--- src/rtl/sses_pkg.sv ---
// Shared types and constants for the descending exchange sorter.
// No dependencies; imported by every module of the block but sses_ram.
package sses_pkg;

  localparam int STRENGTH_W      = 8;
  localparam int SLOT_W          = 4;
  localparam int MAX_ENTRIES_DEF = 16;

  typedef struct packed {
    logic [STRENGTH_W-1:0] key;
    logic [SLOT_W-1:0]     slot;
  } entry_t;

  localparam int ENTRY_W = $bits(entry_t);

  typedef enum logic [2:0] {
    ST_IDLE,
    ST_SEED_RD,
    ST_SEED_LD,
    ST_SCAN,
    ST_EMIT
  } state_t;

  typedef struct packed {
    logic store;
    logic begin_sort;
    logic seed_rd;
    logic seed_ld;
    logic scan;
    logic emit;
  } dp_cmd_t;

  typedef struct packed {
    logic i_last;
    logic j_last;
  } dp_stat_t;

endpackage

--- src/rtl/sses_ram.sv ---
// Generic single-port-write, single-port-read RAM with registered read data.
// No dependencies.
module sses_ram #(
  parameter int WIDTH = 12,
  parameter int DEPTH = 16
) (
  input  logic                     clk,
  input  logic                     wen,
  input  logic [$clog2(DEPTH)-1:0] waddr,
  input  logic [WIDTH-1:0]         wdata,
  input  logic [$clog2(DEPTH)-1:0] raddr,
  output logic [WIDTH-1:0]         rdata
);

  logic [WIDTH-1:0] mem [DEPTH];

  always_ff @(posedge clk) begin
    if (wen) begin
      mem[waddr] <= wdata;
    end
    rdata <= mem[raddr];
  end

endmodule

--- src/rtl/sses_datapath.sv ---
// Datapath: entry RAM, fill count, pass and scan indexes, current entry.
// Depends on sses_pkg and sses_ram; driven by sses_ctrl commands.
module sses_datapath #(
  parameter int MAX_ENTRIES = sses_pkg::MAX_ENTRIES_DEF
) (
  input  logic                                   clk,
  input  logic                                   rst_n,
  input  sses_pkg::dp_cmd_t                      cmd,
  output sses_pkg::dp_stat_t                     stat,
  input  logic signed [sses_pkg::STRENGTH_W-1:0] in_signal_strength,
  output logic signed [sses_pkg::STRENGTH_W-1:0] out_sorted_strength,
  output logic [sses_pkg::SLOT_W-1:0]            out_original_slot,
  output logic                                   out_end_of_list
);

  import sses_pkg::*;

  localparam int AW = $clog2(MAX_ENTRIES);
  localparam int CW = $clog2(MAX_ENTRIES + 1);

  logic [CW-1:0] fill_r, fill_nxt;
  logic [CW-1:0] i_r, i_nxt;
  logic [CW-1:0] j_r, j_nxt;
  entry_t        cur_r, cur_nxt;

  logic [CW-1:0] i_inc, j_inc;
  logic          wen;
  logic [AW-1:0] waddr, raddr;
  entry_t        wdata, rdata;
  logic          greater;

  sses_ram #(
    .WIDTH(ENTRY_W),
    .DEPTH(MAX_ENTRIES)
  ) u_ram (
    .clk  (clk),
    .wen  (wen),
    .waddr(waddr),
    .wdata(wdata),
    .raddr(raddr),
    .rdata(rdata)
  );

  assign i_inc   = i_r + CW'(1);
  assign j_inc   = j_r + CW'(1);
  assign greater = $signed(rdata.key) > $signed(cur_r.key);

  assign stat.i_last = (i_inc == fill_r);
  assign stat.j_last = (j_inc == fill_r);

  always_comb begin
    wen        = 1'b0;
    waddr      = fill_r[AW-1:0];
    wdata.key  = in_signal_strength;
    wdata.slot = SLOT_W'(fill_r);
    raddr      = i_r[AW-1:0];
    fill_nxt   = fill_r;
    i_nxt      = i_r;
    j_nxt      = j_r;
    cur_nxt    = cur_r;
    if (cmd.store && (fill_r < CW'(MAX_ENTRIES))) begin
      wen      = 1'b1;
      fill_nxt = fill_r + CW'(1);
    end
    if (cmd.begin_sort) begin
      i_nxt = '0;
    end
    if (cmd.seed_rd) begin
      raddr = i_r[AW-1:0];
    end
    if (cmd.seed_ld) begin
      cur_nxt = rdata;
      j_nxt   = i_inc;
      raddr   = i_inc[AW-1:0];
    end
    if (cmd.scan) begin
      if (greater) begin
        wen     = 1'b1;
        waddr   = j_r[AW-1:0];
        wdata   = cur_r;
        cur_nxt = rdata;
      end
      j_nxt = j_inc;
      raddr = j_inc[AW-1:0];
    end
    if (cmd.emit) begin
      i_nxt = i_inc;
      raddr = i_inc[AW-1:0];
      if (stat.i_last) begin
        fill_nxt = '0;
      end
    end
  end

  always_ff @(posedge clk) begin
    if (!rst_n) begin
      fill_r <= '0;
      i_r    <= '0;
      j_r    <= '0;
    end else begin
      fill_r <= fill_nxt;
      i_r    <= i_nxt;
      j_r    <= j_nxt;
    end
  end

  always_ff @(posedge clk) begin
    cur_r <= cur_nxt;
  end

  assign out_sorted_strength = cur_r.key;
  assign out_original_slot   = cur_r.slot;
  assign out_end_of_list     = stat.i_last;

endmodule

--- src/rtl/sses_ctrl.sv ---
// Controller: sequences load, exchange passes and emission.
// Depends on sses_pkg; issues commands to sses_datapath.
module sses_ctrl (
  input  logic               clk,
  input  logic               rst_n,
  input  logic               start,
  input  logic               in_final_entry,
  input  sses_pkg::dp_stat_t stat,
  output sses_pkg::dp_cmd_t  cmd,
  output logic               busy,
  output logic               out_valid
);

  import sses_pkg::*;

  state_t state_r, state_nxt;

  always_comb begin
    state_nxt = state_r;
    case (state_r)
      ST_IDLE: begin
        if (start && in_final_entry) begin
          state_nxt = ST_SEED_RD;
        end
      end
      ST_SEED_RD: state_nxt = ST_SEED_LD;
      ST_SEED_LD: state_nxt = stat.i_last ? ST_EMIT : ST_SCAN;
      ST_SCAN:    state_nxt = stat.j_last ? ST_EMIT : ST_SCAN;
      ST_EMIT:    state_nxt = stat.i_last ? ST_IDLE : ST_SEED_LD;
      default:    state_nxt = ST_IDLE;
    endcase
  end

  always_comb begin
    cmd = '0;
    case (state_r)
      ST_IDLE: begin
        cmd.store      = start;
        cmd.begin_sort = start && in_final_entry;
      end
      ST_SEED_RD: cmd.seed_rd = 1'b1;
      ST_SEED_LD: cmd.seed_ld = 1'b1;
      ST_SCAN:    cmd.scan    = 1'b1;
      ST_EMIT:    cmd.emit    = 1'b1;
      default:    cmd = '0;
    endcase
  end

  assign busy      = (state_r != ST_IDLE);
  assign out_valid = cmd.emit;

  always_ff @(posedge clk) begin
    if (!rst_n) begin
      state_r <= ST_IDLE;
    end else begin
      state_r <= state_nxt;
    end
  end

endmodule

--- src/rtl/signal_strength_exchange_sort.sv ---
// Top level of the descending exchange sorter of signal-strength readings.
// Depends on sses_pkg, sses_ctrl, sses_datapath (which holds sses_ram).
//
//   channel   transfer when          ports
//   input     start & !busy          in_signal_strength, in_final_entry
//   result    out_valid              out_sorted_strength, out_original_slot,
//                                    out_end_of_list
//
// A reading without the final mark leaves busy low.
// A final reading of an n-entry list keeps busy high until the last result;
// the passes do one compare per cycle on the single read port of the entry
// RAM, and each pass has a seed step and an emit step.
// One result leaves at the end of each pass; the receiver cannot stall.
// rst_n is synchronous, active low, and empties the list.
module signal_strength_exchange_sort #(
  parameter int MAX_ENTRIES = sses_pkg::MAX_ENTRIES_DEF
) (
  input  logic                                   clk,
  input  logic                                   rst_n,
  input  logic                                   start,
  output logic                                   busy,
  input  logic signed [sses_pkg::STRENGTH_W-1:0] in_signal_strength,
  input  logic                                   in_final_entry,
  output logic                                   out_valid,
  output logic signed [sses_pkg::STRENGTH_W-1:0] out_sorted_strength,
  output logic [sses_pkg::SLOT_W-1:0]            out_original_slot,
  output logic                                   out_end_of_list
);

  import sses_pkg::*;

  dp_cmd_t  cmd;
  dp_stat_t stat;

  sses_ctrl u_ctrl (
    .clk           (clk),
    .rst_n         (rst_n),
    .start         (start),
    .in_final_entry(in_final_entry),
    .stat          (stat),
    .cmd           (cmd),
    .busy          (busy),
    .out_valid     (out_valid)
  );

  sses_datapath #(
    .MAX_ENTRIES(MAX_ENTRIES)
  ) u_datapath (
    .clk                (clk),
    .rst_n              (rst_n),
    .cmd                (cmd),
    .stat               (stat),
    .in_signal_strength (in_signal_strength),
    .out_sorted_strength(out_sorted_strength),
    .out_original_slot  (out_original_slot),
    .out_end_of_list    (out_end_of_list)
  );

endmodule
--- config.mk ---
export PLATFORM = sky130hd
export DESIGN_NAME = signal_strength_exchange_sort
export DESIGN_NICKNAME = d
export VERILOG_FILES = /design/src/rtl/sses_pkg.sv /design/src/rtl/sses_ram.sv /design/src/rtl/sses_datapath.sv /design/src/rtl/sses_ctrl.sv /design/src/rtl/signal_strength_exchange_sort.sv
export SDC_FILE = /design/constraint.sdc
export NUM_CORES = 1
export LEC_CHECK = 0
export ABC_AREA = 1
export BUFFER_PORTS_ARGS = -buffer_cell sky130_fd_sc_hd__buf_4
export CORE_UTILIZATION = 55
export DETAILED_ROUTE_END_ITERATION = 6
export MAX_ROUTING_LAYER = met4
export PLACE_DENSITY_LB_ADDON = 0.2
export SETUP_SLACK_MARGIN = 0.02
export SYNTH_ARGS = -nofsm -noshare
export SYNTH_HDL_FRONTEND = slang
export SYNTH_SLANG_ARGS = --single-unit
--- constraint.sdc ---
create_clock -name clk -period 2.7 [get_ports clk]
set_input_delay 0.54 -clock clk [delete_from_list [all_inputs] [get_ports clk]]
set_output_delay 0.54 -clock clk [all_outputs]
set_load 0.02 [all_outputs]
After elaboration in Yosys (flattened, before gate mapping). Memory sizes are Yosys's and may differ from the RTL's. A register that Yosys moved wholly into a read port is not among the register bits. Cells that the tools add are included.

Input port bits: 12. Bits in registers: 30. Memories: 1. Memory bits (writable): 192. Output and inout bits: 15. Latch bits: 0. Bits in read-only memories: 0.

Shifts and indexed selects: 0. Magnitude comparators: 2. Equality and inequality tests: 7. Multiplexer cells: 31. Multipliers: 0. Bitwise operators: 0. Div/mod/pow operators: 0. $add $sub $neg: 3. Reductions and logical operators: 6.

Memory list: u_datapath.u_ram.mem (depth 16, bits a word 12, rd ports 1, clocked after memory_dff 1, wr ports 1, RTL line sses_ram.sv:15) `logic [WIDTH-1:0] mem [DEPTH];`.

Operator list (number): $mux 12 (5); $mux 5 (7); $mux 4 (5); $add 5x1->5 const B (3); $pmux 3 s5 (1); $eq 5x5->1 (2); $mux 3 (3); $gt 8x8->1 (1); $mux 1 (8); $eq 3x2->1 const B (2); $lt 5x5->1 const B (1); $mux 2 (2); $reduce_bool 2->1 (2); $eq 3x1->1 const B (1); $eq 3x3->1 const B (1); $logic_not 3->1 (1); $reduce_bool 3->1 (1); $logic_and 1x1->1 (2); $ne 2x1->1 const B (1).

Depth between registers and ports, before layout. Gate-level depths: netlist (run 1).

Depth in word-level cells: 8. Gate-level depth with buffers: 17. Mapped depth without buffers: 17.

Modules after synthesis. Synthesis (run 1) repeated with hierarchy kept, for this count alone.

Cell total of the unflattened synthesis: 1182. Area, all modules: 10887.9 um^2.

Modules (own cells, without submodules): sses_ram (cells each 813, area an instance 8562.0 um^2, instances 1, seq. area each 6005.8 um^2); sses_datapath (cells each 330, area an instance 2112.0 um^2, instances 1, seq. area each 540.5 um^2); sses_ctrl (cells each 39, area an instance 214.0 um^2, instances 1, seq. area each 60.1 um^2).

Least setup slack after synthesis (run 1). OpenSTA, ideal clock, no wires.

Path kind: reg-to-reg. Start point: register u_datapath.cur_r, in the netlist u_datapath.out_sorted_strength[5]. End point: memory u_datapath.u_ram.mem[0][0], enable pin. Setup time: 380 ps. Data arrival time: 2308 ps. Data required time: 2320 ps. Clock period less this slack: 2688 ps. Slack: 12 ps. Cell stages (with the launch flop): 14. Cells stage by stage: dfxtp_1 -> inv_1 -> ha_1 -> a21oi_1 -> nor2_1 -> nor2_1 -> nand2_1 -> nand2_1 -> nand3_2 -> nand2_1 -> nand2_1 -> nor2_1 -> nand2_1 -> nor2_1.

Longest elaborated chain between the ends: 5. Elaborated cells between the ends (all ways): 7.

Ends and longest elaborated chain: start, declared (RTL line sses_datapath.sv:24) `entry_t cur_r, cur_nxt;`; start signal, assigned (RTL line sses_datapath.sv:108) `cur_r <= cur_nxt;`; $gt 8x8->1 (*) (RTL line sses_datapath.sv:46) `assign greater = $signed(rdata.key) > $signed(cur_r.key);`; $mux 1 (RTL line sses_datapath.sv:77) `if (greater) begin`; $mux 1 (RTL line sses_datapath.sv:76) `if (cmd.scan) begin`; $mux 1 (RTL line sses_ram.sv:18) `if (wen) begin`; $mux 1 (not written as such) (RTL line sses_ram.sv:19) `mem[waddr] <= wdata;`; end, declared (RTL line sses_ram.sv:15).

Every way passes the cells marked *; elsewhere a longest branch is shown, timed or not.

Final worst setup path (run 1).
Start point: register u_datapath.i_r[0]. End point: output port out_end_of_list.

Longest elaborated chain between the ends: 2.

Ends and longest elaborated chain: start, declared (RTL line sses_datapath.sv:22) `logic [CW-1:0] i_r, i_nxt;`; start signal, assigned (RTL line sses_datapath.sv:102) `i_r <= i_nxt;`; $add 5x1->5 (RTL line sses_datapath.sv:44) `assign i_inc = i_r + CW'(1);`; $eq 5x5->1 (RTL line sses_datapath.sv:48) `assign stat.i_last = (i_inc == fill_r);`; end, declared (RTL line signal_strength_exchange_sort.sv:27) `output logic out_end_of_list`.

Every way passes these cells.

==> impl_metrics.json, run 1 <==
{
  "syn_to_final_growth_pct": 15.3,
  "grt.overflow.total": 0,
  "die_w_um": 142,
  "slew_headroom_pct": 65.9,
  "synth-edff-count": 192,
  "start_util_pct": 56.7,
  "syn_inst": 1156,
  "synth_area_leaders": "edfxtp_1 (54%), nand2_1 (11%), nand3_1 (9.2%), inv_1 (8.8%), dfxtp_1 (7.8%)",
  "gp_congestion": 0.893,
  "clkTransAtPathRegs_ns": 0.06,
  "ir_worst_vdd_v": 0.000663,
  "drv_cap": 0,
  "gr-usage-all-layers_pct": 27.8,
  "period_needed_ns": 2.61,
  "timing.final.crit_share_pct": 96.7,
  "htreeDepth": 1,
  "finClkSkew_ns": 0.0162,
  "fmax_ghz": 0.383,
  "grt_pass1_vias": 7161,
  "cp_data_arrival_time_ns": 2.07,
  "yosysTopAreaCell": "edfxtp_1",
  "cp-endpoint": "out_end_of_list",
  "wirelength_mm": 26.4,
  "syn-num-nets": 1179,
  "clk_latency_ns": 0.52,
  "drive_gt1_share_pct": 12.2,
  "rsz0062_at_grt": "true",
  "tightest_slew_ns": 0.511,
  "yosysWarnings": 0,
  "cts_hold_buffers": 0,
  "rrSetupSlack_ns": 0.18,
  "dpl_cell_area_sq_mm": 0.0114,
  "setup_viol": 0,
  "post-route-cell-area_sq_mm": 0.0124,
  "num_io_pins": 27,
  "r2r_cells": 14,
  "avgSynthCellArea_sq_um": 9.27,
  "fp.dieH_um": 142,
  "worstHoldStart": "rst_n",
  "ys_seq_area_share_pct": 61.7,
  "ys_seq_elements": 234,
  "cp.required_ns": 2.16,
  "wl_met3_mm": 2.28,
  "drc": 0,
  "cp-end-kind": "output port",
  "synthDistinctLibCells": 34,
  "hpwl_mm": 17.0,
  "cts.sinks": 234,
  "io_buffers": 26,
  "grt_max_degree": 55,
  "multiInputGateArea_sq_mm": 0.00302,
  "critical-path-slowest-cell": "dfxtp_2",
  "rows": 50,
  "fin_setup_tns_ns": 0,
  "final_common_cell": "nand2_1",
  "wl_met1_mm": 11.5,
  "status": "completed",
  "vias": 7812,
  "power.density_mw_per_mm2": 883,
  "synth_async_sr_flop_share_pct": 0,
  "via_per_inst": 5.23,
  "critPathKind": "register to output port",
  "cts_made_buffers": 24,
  "fillers": 1535,
  "wire_per_inst_um": 17.7,
  "wl_met2_mm": 11.7,
  "hold_violations": 0,
  "worst_setup_path_start_kind": "register",
  "yosys_most_used_dff": "edfxtp_1",
  "final_cell_mix": "nand2_1 (290), inv_1 (248), nand3_1 (193)",
  "power.leakage_uw": 0.00551,
  "core_sq_mm": 0.0189,
  "die_area_sq_mm": 0.0200,
  "seq_area_sq_mm": 0.00661,
  "grt_pass1_wl_mm": 40.4,
  "worst_setup_path_startpoint": "u_datapath.i_r[0]",
  "worst-path-max-fanout": 6,
  "hold_path.class": "input pin to register",
  "slew_violations": 0,
  "slowest_delay_ns": 0.42,
  "first_pass_iters": 5,
  "yosysTopAreaCellShare_pct": 53.8,
  "fin_nets": 1238,
  "top_signal_layer_used": "met4",
  "cts_tree": "done",
  "regToRegStartpoint": "u_datapath.out_sorted_strength[5]",
  "rr_endpoint": "u_datapath.u_ram.mem[7][3]",
  "crit_chain": "inv_1 -> or2_2 -> a21oi_1 -> nand2_1 -> nor2_1 -> nand3_1 -> inv_2 -> buf_4",
  "syn_area_sq_mm": 0.0107,
  "cts_root_buffer": "clkbuf_16",
  "antenna_found_initial": 2,
  "cts_buffer_depth": 3,
  "drtIter0Drc": 792,
  "ant_nets": 0
}
cell type report:
cell class              count  share of cell area [%]
well taps                 260                    2.63
clock buffers              33                    5.31
flip-flops and latches    234                    53.5
diodes                      1                  0.0203
multi-input cells         625                    24.5
inverters                 253                    7.69
repair buffers             77                    5.58
clock inverters            10                   0.800
registers in the layout (all words and copies together) (netlist names):
signal and count:
u_datapath.fill_r 5, u_datapath.i_r 5, u_datapath.out_original_slot 4, u_datapath.u_ram.mem 192
u_datapath.j_r 5, u_datapath.u_ram.rdata 12, u_ctrl.state_r 3, u_datapath.out_sorted_strength 8
worst max-delay path: cells and delay by family, from the launching register on:
kind            cells  cell delay [ns]
buf+inv             3             0.39
compound gates      1             0.13
flops               1             0.42
simple gates        4             0.61
stage by stage:
step | utilization [%] | total power (uW) | hold WS, ns | cells | setup slack (ns)
final | 65.4 | 10900 | 0.300 | 1493 | 0.0898
after global routing | 65.4 | 11400 | 0.306 | 1493 | -0.0292
after CTS | 64.4 | 10800 | 0.285 | 1489 | 0.0203
after detailed placement | 60.4 | 7620 | 0.437 | 1446 | 0.0914
after global placement | 60.4 | 7570 | 0.432 | 1446 | 0.180
after floorplan | - | 6650 | 0.406 | 1156 | 0.0116
metal layers:
| layer | up-vias | global-route usage (%) |
|---|---|---|
| li1 | 3809 | - |
| met2 | 337 | 40.5 |
| met4 | 0 | 10.1 |
| met1 | 3608 | 39.1 |
| met3 | 58 | 4.93 |
| met5 | - | - |
worst min-delay path by stage:
| stage | endpoint | slack, ns | depth (start not counted) |
|---|---|---|---|
| 2_1_floorplan | u_datapath.out_original_slot[0] | 0.41 | 2 |
| 3_3_place_gp | u_datapath.out_original_slot[0] | 0.43 | 2 |
| 3_5_place_dp | u_datapath.out_original_slot[0] | 0.44 | 2 |
| 4_1_cts | u_datapath.j_r[1] | 0.29 | 3 |
| 5_1_grt | u_datapath.j_r[4] | 0.31 | 3 |
| 6_report | u_datapath.j_r[1] | 0.30 | 3 |
synth_stat cells (2+ instances only):
cell type	number
buf_2	15
xnor2_1	2
inv_1	250
nor2_2	2
xor2_1	9
buf_6	7
nand4_1	8
clkbuf_1	10
o21ai_0	27
nand2_1	300
buf_4	7
edfxtp_1	192
buf_1	4
ha_1	11
nand2_2	4
o211ai_1	5
inv_2	2
dfxtp_1	42
nor2_1	38
a21oi_1	12
nand3_1	196
power breakdown:
| part | internal (uW) | switching, uW |
|---|---|---|
| Sequential | 4350 | 208 |
| Combinational | 1050 | 2080 |
| Clock | 1880 | 1330 |
timing repair:
item | 4_1_cts | 5_1_grt
setup endpoints to repair | 1 | 193
resized for setup | 2 | 44
setup buffers | 0 | 2
gates cloned | 0 | 1
cell families (layout without fill, tap and decap cells):
| logic type | after synthesis | count (layout) | synth area share (%) |
|---|---|---|---|
| adder cells (fa/ha/maj) | 11 | 11 | 1.28 |
| flip-flops | 234 | 234 | 61.7 |
| multiplexers | 1 | 1 | 0.105 |
| other | 0 | 1 | 0 |
| buffers and inverters | 297 | 373 | 11.3 |
| XOR/XNOR | 11 | 11 | 0.899 |
| AO/OA/AOI/OAI | 49 | 49 | 2.51 |
| AND/OR/NAND/NOR | 553 | 553 | 22.2 |
Note: power is estimated with default switching activity, not from simulation.
==> run 2: changes to the inputs <==
PLACE_DENSITY = 0.84   (was default)
PLACE_DENSITY_LB_ADDON = default   (was 0.2)
==> run 2 against run 1 <==
  * Global-route usage hardly changed
  * Register-to-register slack worse by 0.15 ns
  * Routed wire length increased by 5.6%
  * Critical path depth grew 4
  * Count of clock-buffer cells in the layout fell by 4
  * Sequential share of layout area fell by 0.61 points
  * Final area grew 1.2%
  * Flip-flop and latch count stayed put
==> impl_metrics.json, run 2 (synthesis results as in run 1) <==
{
  "start_util_pct": 56.7,
  "worst-path-max-fanout": 6,
  "fp.dieH_um": 142,
  "cts_buffer_depth": 3,
  "rrSetupSlack_ns": 0.03,
  "grt.overflow.total": 0,
  "worst_setup_path_start_kind": "register",
  "critical-path-slowest-cell": "dfxtp_1",
  "pwr-share-clk_pct": 30.8,
  "layout_setup_ws_ns": 0.0278,
  "cp_data_arrival_time_ns": 2.90,
  "die_w_um": 142,
  "critPathBufInv": 2,
  "hpwl_mm": 16.4,
  "timing.final.crit_share_pct": 99.0,
  "num_io_pins": 27,
  "cts_made_buffers": 24,
  "cts.sinks": 234,
  "critPathTopFamily": "simple AND/OR/NAND/NOR gates",
  "critPathKind": "register to register",
  "clk_latency_ns": 0.52,
  "antenna_cells": 0,
  "first_pass_iters": 7,
  "grt_pass1_wl_mm": 40.7,
  "crit_chain": "inv_1 -> ha_1 -> a21oi_2 -> nor2_1 -> nor2_1 -> nand3_2 -> nand4_1 -> nand2_2 -> nor2_4 -> nand2_4 -> nor2_2 -> buf_4",
  "drive_gt1_share_pct": 13.7,
  "die_area_sq_mm": 0.0200,
  "io_buffers": 26,
  "grt_max_degree": 61,
  "holdWs_ns": 0.309,
  "dpl.cell_count": 1446,
  "antenna_found_initial": 0,
  "largest_register": "u_datapath.u_ram.mem",
  "slew_violations": 0,
  "syn_to_final_growth_pct": 16.7,
  "power.density_mw_per_mm2": 915,
  "slowest_delay_ns": 0.33,
  "p_int_uw": 7560,
  "clkTransAtPathRegs_ns": 0.06,
  "seqPwrFrac_pct": 39.8,
  "ir_worst_vdd_v": 0.000466,
  "cp-end-kind": "register",
  "final_common_cell": "nand2_1",
  "fin_nets": 1240,
  "ant_nets": 0,
  "critPathMostFrequentCell": "nor2_1",
  "cts_root_buffer": "clkbuf_16",
  "htreeDepth": 1,
  "fmax_ghz": 0.374,
  "gp_congestion": 0.926,
  "power.leakage_uw": 0.00558,
  "drv_cap": 0,
  "pre_cts_ws_ns": 0.118,
  "gr-usage-all-layers_pct": 27.7,
  "period_needed_ns": 2.67,
  "hold_path.class": "input pin to register",
  "rows": 50,
  "drtIter0Drc": 1067,
  "wire_per_inst_um": 18.7,
  "layoutNonFillerInstCount": 1494,
  "largest_register_ffs": 192,
  "slew_headroom_pct": 66.5,
  "swShare_pct": 33.9,
  "finClkSkew_ns": 0.0152,
  "drc": 0,
  "vias": 8368,
  "status": "completed",
  "cp.required_ns": 2.93,
  "hold_violations": 0,
  "setup_viol": 0,
  "tightest_slew_ns": 0.501,
  "grt_pass1_vias": 7767,
  "core_sq_mm": 0.0189,
  "final_cell_mix": "nand2_1 (286), inv_1 (245), nand3_1 (192), edfxtp_1 (192), buf_4 (59)",
  "via_per_inst": 5.60,
  "wirelength_mm": 27.9,
  "p_sw_uw": 3870,
  "pwr-share-comb_pct": 29.4,
  "cts_tree": "done"
}
-- run 2: changes by cell type in the layout (fill, tap and decap cells not counted), sizes merged --
cell,before,now
clkinv,8,9
diode,1,0
bufinv,2,5
clkbuf,34,31
nand3,197,198
-- run 2: tightest hold or removal path, cell delays in order --
cell,delay [ns]
buf_4,0.15
nand2_1,0.07
inv_1,0.04
-- run 2: power groups by stage --
stage | Sequential (uW) | Clock (uW) | Combinational [uW]
2_1_floorplan | 4670 | 0 | 1980
3_3_place_gp | 4600 | 0 | 2900
3_5_place_dp | 4620 | 0 | 3000
4_1_cts | 4540 | 3510 | 3050
5_1_grt | 4570 | 3670 | 3680
6_report | 4550 | 3520 | 3360
-- run 2: through the flow --
step                util, %  power (uW)  setup TNS, ns  cell area, sq um
floorplan                 -        6650              0             10700
global placement       60.3        7490              0             11400
detailed placement     60.3        7610              0             11400
CTS                    64.7       11100              0             12200
global route           66.2       11900          -9.73             12500
finish                 66.2       11400              0             12500
-- run 2: cell type report --
cell class / instances / area [sq um]
inverter: 253 / 950
multi-input combinational: 626 / 3100
tap: 260 / 325
timing repair buffer: 78 / 684
sequential: 234 / 6610
clock buffer: 29 / 641
fill: 1338 / 6390
clock inverter: 14 / 194
-- run 2: path summary, 6_finish.rpt --
path	startpoint	endpoint	depth (start not counted)
worst max-delay path	u_datapath.out_sorted_strength[5]	u_datapath.u_ram.mem[1][9]	12
worst min-delay path	rst_n	u_datapath.j_r[4]	3
worst max register to register	u_datapath.out_sorted_strength[5]	u_datapath.u_ram.mem[1][9]	12
worst min register to register	u_datapath.u_ram.rdata[0]	u_datapath.out_original_slot[0]	2
-- run 2: repair_timing --
action,4_1_cts,5_1_grt
gates resized for setup,2,69
pin swaps,0,3
cloned,0,4
hold buffers,0,0
endpoints found under the setup margin,1,193
buffers inserted,0,1
hold endpoints to repair,0,0
-- run 2: per-layer routing --
layer	vias to the layer above	track usage [%]	routed length, um
li1	3809	-	-
met1	3858	36.0	10400
met2	601	42.6	12900
met3	100	4.93	3380
met4	0	12.8	1180
met5	-	-	0
